### src/design/ols_pkg.sv
`default_nettype none
package ols_pkg;

	localparam int FEAT_W     = 24;
	localparam int NF_MAX     = 16;
	localparam int NORM_FEATS = 9;
	localparam int W_W        = 32;
	localparam int PROD_W     = W_W + FEAT_W + 1;
	localparam int RATE_W     = 32;
	localparam int MAG_W      = 16;
	localparam int RE_W       = 31;
	localparam int PROB_W     = 16;
	localparam int ERR_W      = 17;
	localparam int LR_W       = 16;
	localparam int DECAY_W    = 17;
	localparam int CFG_W      = 17;

	localparam logic [FEAT_W-1:0] FEAT_SAT    = '1;
	localparam logic [RATE_W-1:0] RATE_RESET  = 32'd655 << 16;
	localparam logic [DECAY_W-1:0] DECAY_RESET = 17'd65536;
	localparam logic [63:0] Q30_ONE = 64'd1 << 30;

	typedef logic [FEAT_W-1:0] feat_t;

	typedef enum logic [0:0] {
		REG_LEARNING_RATE    = 1'b0,
		REG_DECAY_PER_UPDATE = 1'b1
	} reg_index_t;

	typedef struct packed {
		logic mul_en;
		logic delta_en;
		logic upd_en;
		logic neg;
	} lane_ctrl_t;

	// Restoring division, used only while the sigmoid table is elaborated.
	function automatic logic [63:0] div_u64(input logic [63:0] a, input logic [63:0] b);
		logic [64:0] rem;
		logic [63:0] q;
		rem = '0;
		q = '0;
		for (int i = 63; i >= 0; i--) begin
			rem = {rem[63:0], a[i]};
			if (rem >= {1'b0, b}) begin
				rem = rem - {1'b0, b};
				q[i] = 1'b1;
			end
		end
		return q;
	endfunction

	// e^-t in Q.30 for 0 <= t <= 8.0 in Q.30.
	function automatic logic [63:0] neg_exp_q30(input logic [63:0] t);
		logic [63:0] u;
		logic [63:0] mag;
		logic [63:0] e;
		logic signed [63:0] sum;
		u = t >> 4;
		mag = Q30_ONE;
		sum = $signed(Q30_ONE);
		for (int n = 1; n <= 12; n++) begin
			mag = div_u64((mag * u) >> 30, 64'(n));
			if ((n & 1) != 0) begin
				sum = sum - $signed(mag);
			end else begin
				sum = sum + $signed(mag);
			end
		end
		if (sum < 0) begin
			sum = '0;
		end
		e = $unsigned(sum);
		if (e > Q30_ONE) begin
			e = Q30_ONE;
		end
		for (int s = 0; s < 4; s++) begin
			e = (e * e) >> 30;
		end
		return e;
	endfunction

	function automatic logic [PROB_W-1:0] sig_entry(input logic [63:0] k,
			input logic [63:0] depth);
		logic [63:0] num;
		logic signed [63:0] c;
		logic neg;
		logic [63:0] t;
		logic [63:0] e;
		logic [63:0] s30;
		logic [63:0] r;
		num = ((k << 1) + 64'd1) << 34;
		c = $signed(div_u64(num, depth << 1)) - $signed(64'd8 << 30);
		neg = c < 0;
		t = neg ? $unsigned(-c) : $unsigned(c);
		e = neg_exp_q30(t);
		s30 = neg ? div_u64(e << 30, Q30_ONE + e) : div_u64(Q30_ONE << 30, Q30_ONE + e);
		r = (s30 + (64'd1 << 14)) >> 15;
		return r[PROB_W-1:0];
	endfunction

	function automatic logic [W_W-1:0] init_weight(input int idx, input int wfb);
		logic [63:0] h;
		logic [63:0] v;
		unique case (idx)
			0: h = 64'd20;
			1: h = 64'd30;
			2: h = 64'd10;
			3: h = 64'd25;
			4: h = 64'd15;
			5: h = 64'd5;
			6: h = 64'd5;
			7: h = 64'd10;
			8: h = 64'd10;
			default: h = 64'd0;
		endcase
		v = ((h << wfb) + 64'd50) / 64'd100;
		return v[W_W-1:0];
	endfunction

endpackage
`default_nettype wire

### src/design/ols_norm.sv
`default_nettype none
module ols_norm (
	input  wire logic [15:0]    complexity_score,
	input  wire logic [23:0]    exec_time_ms,
	input  wire logic [31:0]    result_bytes,
	input  wire logic [15:0]    hit_count,
	input  wire logic [15:0]    locality,
	input  wire logic [7:0]     tables,
	input  wire logic [7:0]     joins,
	input  wire logic           aggregates,
	input  wire logic           subqueries,
	output ols_pkg::feat_t      feat [ols_pkg::NORM_FEATS]
);
	import ols_pkg::*;

	// Constant divides by reciprocal multiplication; both are exact over the input range.
	localparam logic [31:0] RECIP_125 = 32'd2199023256;
	localparam logic [23:0] RECIP_5   = 24'd13421773;

	logic [62:0] ms_prod;
	logic [46:0] tab_prod;
	logic [47:0] join_prod;

	always_comb begin
		ms_prod   = 63'({exec_time_ms[17:0], 13'b0}) * 63'(RECIP_125);
		tab_prod  = 47'({tables, 15'b0}) * 47'(RECIP_5);
		join_prod = 48'({joins, 16'b0}) * 48'(RECIP_5);

		feat[0] = FEAT_W'({complexity_score, 1'b0});
		// Beyond 255999 ms the scaled time no longer fits the feature width.
		feat[1] = (exec_time_ms >= 24'd256000) ? FEAT_SAT : ms_prod[61:38];
		feat[2] = (result_bytes[31:28] != 4'd0) ? FEAT_SAT : result_bytes[27:4];
		feat[3] = (hit_count[15:8] != 8'd0) ? FEAT_SAT : {hit_count[7:0], 16'b0};
		feat[4] = FEAT_W'({locality, 1'b0});
		feat[5] = FEAT_W'(tab_prod[46:26]);
		feat[6] = FEAT_W'(join_prod[47:26]);
		feat[7] = FEAT_W'({aggregates, 16'b0});
		feat[8] = FEAT_W'({subqueries, 16'b0});
	end

endmodule
`default_nettype wire

### config.mk
export PLATFORM = sky130hd
export DESIGN_NAME = ols_norm
export DESIGN_NICKNAME = d
export VERILOG_FILES = /design/src/design/ols_pkg.sv /design/src/design/ols_norm.sv
export SDC_FILE = /design/constraint.sdc
export NUM_CORES = 1
export LEC_CHECK = 0
export BUFFER_PORTS_ARGS = -buffer_cell sky130_fd_sc_hd__clkbuf_2
export CAP_MARGIN = 10
export CORE_MARGIN = 2
export CORE_UTILIZATION = 56
export DETAILED_ROUTE_END_ITERATION = 7
export GPL_TIMING_DRIVEN = 0
export PLACE_DENSITY = 0.85
export SLEW_MARGIN = 25
export SYNTH_ARGS = -nofsm -noshare
export SYNTH_HDL_FRONTEND = slang
export SYNTH_SLANG_ARGS = --single-unit
### constraint.sdc
create_clock -name vclk -period 9.75
set_input_delay 1.95 -clock vclk [all_inputs]
set_output_delay 1.95 -clock vclk [all_outputs]
set_load 0.1 [all_outputs]
==> results.md, run 1 <==
- FF+latch count: 0
- Chip width: 151 um
- Seq/Total Area, Yosys: 0
- Critical path data required time: 7.80 ns
- Grt ovf: 0
- DR pass1 iterations: 5
- DRC Markers: 0
- Most frequent cell after synthesis: inv_1
- Class of the most critical setup path: input pin to output pin
- HPWL after DPL: 26.7 mm
- Post-synth top area share: 0.291
- Status: complete, no violations
- Final period util: 0.993
- Fmax: 103 MHz
- Vias in the first global route: 10400
- Fill count: 1605
- Top cells by count, synth: inv_1 (338), ha_1 (280), fa_1 (175), buf_4 (117), nand2_1 (63)
- RSZ-0062 raised after global routing: yes
- Routed WL: 31.1 mm
- Leading area contributor after synthesis: fa_1
- Multi-input logic area: 10500 um^2
- Synth top area cells: fa_1 (29%), ha_1 (29%), inv_1 (11%)
- ANT nets after route: 0
- Synth Warn #: 0
- Share of cells above drive strength 1: 0.273
- Final Hold Viols: 0
- Yosys cell types: 64
- Max cap viols: 0
- Drt wl/cell: 15.9 um
- Reg area: 0 um^2
- Worst-margin pin slew: 0.782 ns
- Synth Instances: 1368
- Starting Density: 0.571
- CLK BUF: 0
- ANT cells: 0
- Worst min path class: input pin to output pin
- Largest net degree at the start of global routing: 25
- CP endpoint kind: output pin
- Top Ports: 338
- Vias per cell: 5.17
- Via count: 10100
- Detailed Route Iter0 Violations: 397
- CTS Hold Bufs: 0
- Die ar.: 22700 um^2
- GPL Wtd Cong: 0.933
- Num rows: 53
- Setup violators final: 0
- Area Overhead vs Synth: 21.1%
- Post-route cell area: 14600 um^2
- Mean post-synth cell area: 8.80 um^2
- Crit Path Max Fanout: 7
- # port buffers: 233
- Antenna violations before repair: 0
- Die Height: 151 um
- Slew margin rel.: 0.474
- Final critical-path required period: 9.68 ns
- Fin nets: 2262
- Worst path arrival time: 7.73 ns
- Pins Over Slew Limit: 0
- First-pass GRT wire length: 48.6 mm
- Area of the core: 21100 um^2
- Synthesized cell area: 12000 um^2
- CP Launch Type: input pin
- Placed Area: 13800 um^2
- Tot GR Track Use: 0.268
## layer usage
layer  wire length, um  global-route usage  part of all wire
met2             16100               0.510              0.52
met3              2090              0.0294             0.067
met5                 0                   0                 0
met4              1340              0.0991             0.043
met1             11600               0.306              0.37
## final timing paths
| path | to | startpoint | slack [ns] | cells after the start |
|---|---|---|---|---|
| setup / recovery | feat[188] | exec_time_ms[7] | 0.07 | 22 |
| hold / removal | feat[101] | locality[4] | 4.36 | 2 |
## per-stage QoR
stage | std cells | setup TNS (ns) | hold slack, ns | utilization | setup WS (ns)
floorplan | 1434 | -0.662 | 4.11 | - | -0.480
global placement | 1942 | -6.94 | 4.36 | 0.655 | -0.653
detailed placement | 1942 | -9.63 | 4.36 | 0.655 | -0.821
CTS | 1954 | -0.00678 | 4.36 | 0.683 | -0.00678
global route | 1958 | -0.277 | 4.36 | 0.691 | -0.154
finish | 1958 | 0 | 4.36 | 0.691 | 0.0730
## area by class of cell
cell class | instances | share of cell area
Tap cell | 275 | 0.0236
Multi-Input combinational cell | 960 | 0.719
Buffer | 136 | 0.0655
Timing Repair Buffer | 249 | 0.104
Inverter | 338 | 0.0875
## cell usage in the layout, fill, tap and decap left out, types with 5 or more instances in the layout
| master | count |
|---|---|
| conb_1 | 67 |
| clkbuf_1 | 18 |
| a21oi_1 | 52 |
| or3_1 | 6 |
| a21oi_4 | 9 |
| or2_2 | 14 |
| inv_1 | 329 |
| o21ai_0 | 21 |
| inv_2 | 7 |
| ha_4 | 17 |
| clkbuf_2 | 206 |
| a21o_1 | 26 |
| clkbuf_8 | 11 |
| nor3_1 | 8 |
| fa_1 | 170 |
| ha_1 | 259 |
| buf_4 | 132 |
| nand2_1 | 60 |
| nand4_1 | 9 |
| nor4_1 | 5 |
| xor2_1 | 27 |
| xnor2_1 | 29 |
| nor2_1 | 30 |
| and3_1 | 8 |
| nand3_1 | 14 |
| o21bai_1 | 5 |
| clkbuf_4 | 9 |
| nand2b_1 | 32 |
| fa_2 | 5 |
## critical path, stage by stage
cell and delay, ns:
clkbuf_16 0.14, fa_2 0.39, fa_1 0.57, inv_2 0.05
fa_2 0.53, inv_2 0.05, fa_1 0.52, inv_2 0.04
fa_2 0.53, inv_2 0.04, fa_1 0.58, ha_4 0.24
a21oi_4 0.13, o21a_1 0.14, o221ai_2 0.13, a221oi_2 0.25
nand2_2 0.16, a31o_4 0.30, a41o_1 0.25, or3_1 0.36
a21o_1 0.19, buf_12 0.17
## repair_timing
action,CTS,global route
gates cloned,0,0
setup endpoints to repair,20,15
setup buffers,12,4
pin swaps,24,31
resized for setup,91,36
## logic make-up (layout without fill, tap and decap cells)
logic type	count (synthesis)	in the layout	share of synthesized area
and+or+nand+nor	201	201	0.0833
muxes	5	5	0.00457
other	1	67	0.000312
buffers and inverters	474	723	0.184
xor gates and xnor gates	56	56	0.0408
adders and majority gates	455	455	0.582
AOI/OAI and AO/OA	176	176	0.104
Power of run 1 is not shown: default switching activity piles up to over one toggle a cycle in this logic, so the estimate is an artifact.
==> run 2: changes to the inputs <==
Settings changed: CORE_UTILIZATION 56 to 60, PLACE_DENSITY 0.85 to 0.9, SLEW_MARGIN 25 to 30.
Clock period 9.75 ns to 12.52 ns, I/O delays scaled along.
==> run 2 against run 1 <==
Clock-buffer cell count stayed put; critical path depth is 1 higher; via count down 0.89%; global-route usage grew 0.99 points; cell area down 5.5%; hold slack gained 1.1 ns; core utilization increased by 1.2 points; first-iteration DRC count is 26% higher; flip-flop and latch count unchanged; sequential share of layout area unchanged; wire length fell by 5.0%; critical path type unchanged; critical endpoint is now feat[189]; largest cell class unchanged; highest routed layer unchanged.
==> results.md, run 2 (synthesis results as in run 1) <==
- Post-CTS setup buffer count: 0 (was 12)
- Crit Path Max Fanout: 8 (was 7)
- Drt wl/cell: 15.3 um (was 15.9 um)
- Detailed Route Iter0 Violations: 499 (was 397)
- Most frequent cells in the layout: inv_1 (338), ha_1 (280), clkbuf_2 (233) (was inv_1 (329), ha_1 (259), clkbuf_2 (206))
- Commonest non-fill, non-tap cell in the layout: inv_1 (unchanged)
- CP endpoint kind: output pin (unchanged)
- CTS Hold Bufs: 0 (unchanged)
- Worst-margin pin slew: 0.802 ns (was 0.782 ns)
- Area Overhead vs Synth: 14.5% (was 21.1%)
- Max cap viols: 0 (unchanged)
- First-pass GRT wire length: 48.6 mm (about the same)
- Critical path data required time: 10.02 ns (was 7.80 ns)
- Largest net degree at the start of global routing: 25 (unchanged)
- Antenna violations before repair: 0 (unchanged)
- Worst path arrival time: 9.09 ns (was 7.73 ns)
- Reg area: 0 um^2 (unchanged)
- CP Launch Type: input pin (unchanged)
- Starting Density: 0.614 (was 0.571)
- Area of the core: 19600 um^2 (was 21100 um^2)
- Die Height: 146 um (was 151 um)
- Num rows: 51 (was 53)
- Status: complete, no violations (unchanged)
- Routed WL: 29.6 mm (was 31.1 mm)
- Final critical-path required period: 11.59 ns
- Pins Over Slew Limit: 0 (unchanged)
- Grt ovf: 0 (unchanged)
- Chip width: 146 um (was 151 um)
- DR pass1 iterations: 5 (unchanged)
- FF+latch count: 0 (unchanged)
- Share of cells above drive strength 1: 0.235 (was 0.273)
- Die ar.: 21200 um^2 (was 22700 um^2)
- Post-CTS Resized: 0 (was 91)
- ANT cells: 0 (unchanged)
- ANT nets after route: 0 (unchanged)
- Final Hold Viols: 0 (unchanged)
- WHS: 5.47 ns (was 4.36 ns)
- Final period util: 0.926
- Top Ports: 338 (unchanged)
- DRC Markers: 0 (unchanged)
- # port buffers: 233 (unchanged)
- Vias per cell: 5.19 (was 5.17)
- CLK BUF: 0 (unchanged)
- Via count: 10000 (was 10100)
- Vias in the first global route: 10400 (about the same)
- Post-Layout Cell Count: 1932 (was 1958)
- Fill count: 1456 (was 1605)
- Slew margin rel.: 0.461 (was 0.474)
- Class of the most critical setup path: input pin to output pin (unchanged)
- Tot GR Track Use: 0.278 (was 0.268)
- Worst min path class: input pin to output pin (unchanged)
- GPL Wtd Cong: 0.992 (was 0.933)
- HPWL after DPL: 27.1 mm (was 26.7 mm)
- Fmax: 86.2 MHz
- RSZ-0062 raised after global routing: no (was yes)
- Setup total negative slack: 0 ns (unchanged)
- DP Cell Count: 1932 (was 1942)
- Fin nets: 2246 (was 2262)
- Setup violators final: 0 (unchanged)
- Core Util, Final: 0.703 (was 0.691)
[run 2: cell types whose count changed in the layout (fill, tap and decap cells not counted), sizes merged]
cell      change
buf          -19
clkbuf        +3
clkinvlp      -1
inv           +1
[run 2: cell type report]
type	count	area (um^2)	share of cell area
plain buffers	136	951	0.0690
inverters	338	1270	0.0921
multi-input cells	960	10100	0.730
well taps	265	332	0.0241
repair buffers	233	1170	0.0846
[run 2: through the flow]
stage               cell area (um^2)  setup WS [ns]
finish                         13800          0.926
global route                   13800          0.623
CTS                            13800          0.914
detailed placement             13800          0.915
global placement               13800          0.970
floorplan                      12300          0.226
[run 2: routing by layer]
layer / share of wire / up-vias / global-route usage
li1: - / 4778 / -
met1: 0.38 / 4719 / 0.324
met2: 0.52 / 446 / 0.535
met3: 0.063 / 82 / 0.0238
met4: 0.038 / 0 / 0.0902
met5: 0 / - / 0
[run 2: final timing paths]
| check | start | to | slack, ns | cells past startpoint |
|---|---|---|---|---|
| min | locality[15] | feat[112] | 5.47 | 2 |
| max | exec_time_ms[7] | feat[189] | 0.93 | 23 |
[run 2: critical path, stage by stage]
cell	delay, ns
clkbuf_2	0.27
inv_1	0.18
ha_1	0.47
inv_1	0.10
fa_1	0.51
inv_1	0.05
fa_1	0.51
inv_1	0.05
fa_1	0.48
fa_1	0.52
fa_1	0.55
inv_1	0.04
ha_1	0.36
a21oi_2	0.18
o21ai_1	0.11
a311oi_2	0.31
a31oi_2	0.22
a21oi_4	0.32
o21bai_2	0.14
a21oi_2	0.31
nor3_1	0.10
a311oi_1	0.25
clkbuf_2	0.50
Power of run 2 is left out for the same reason.
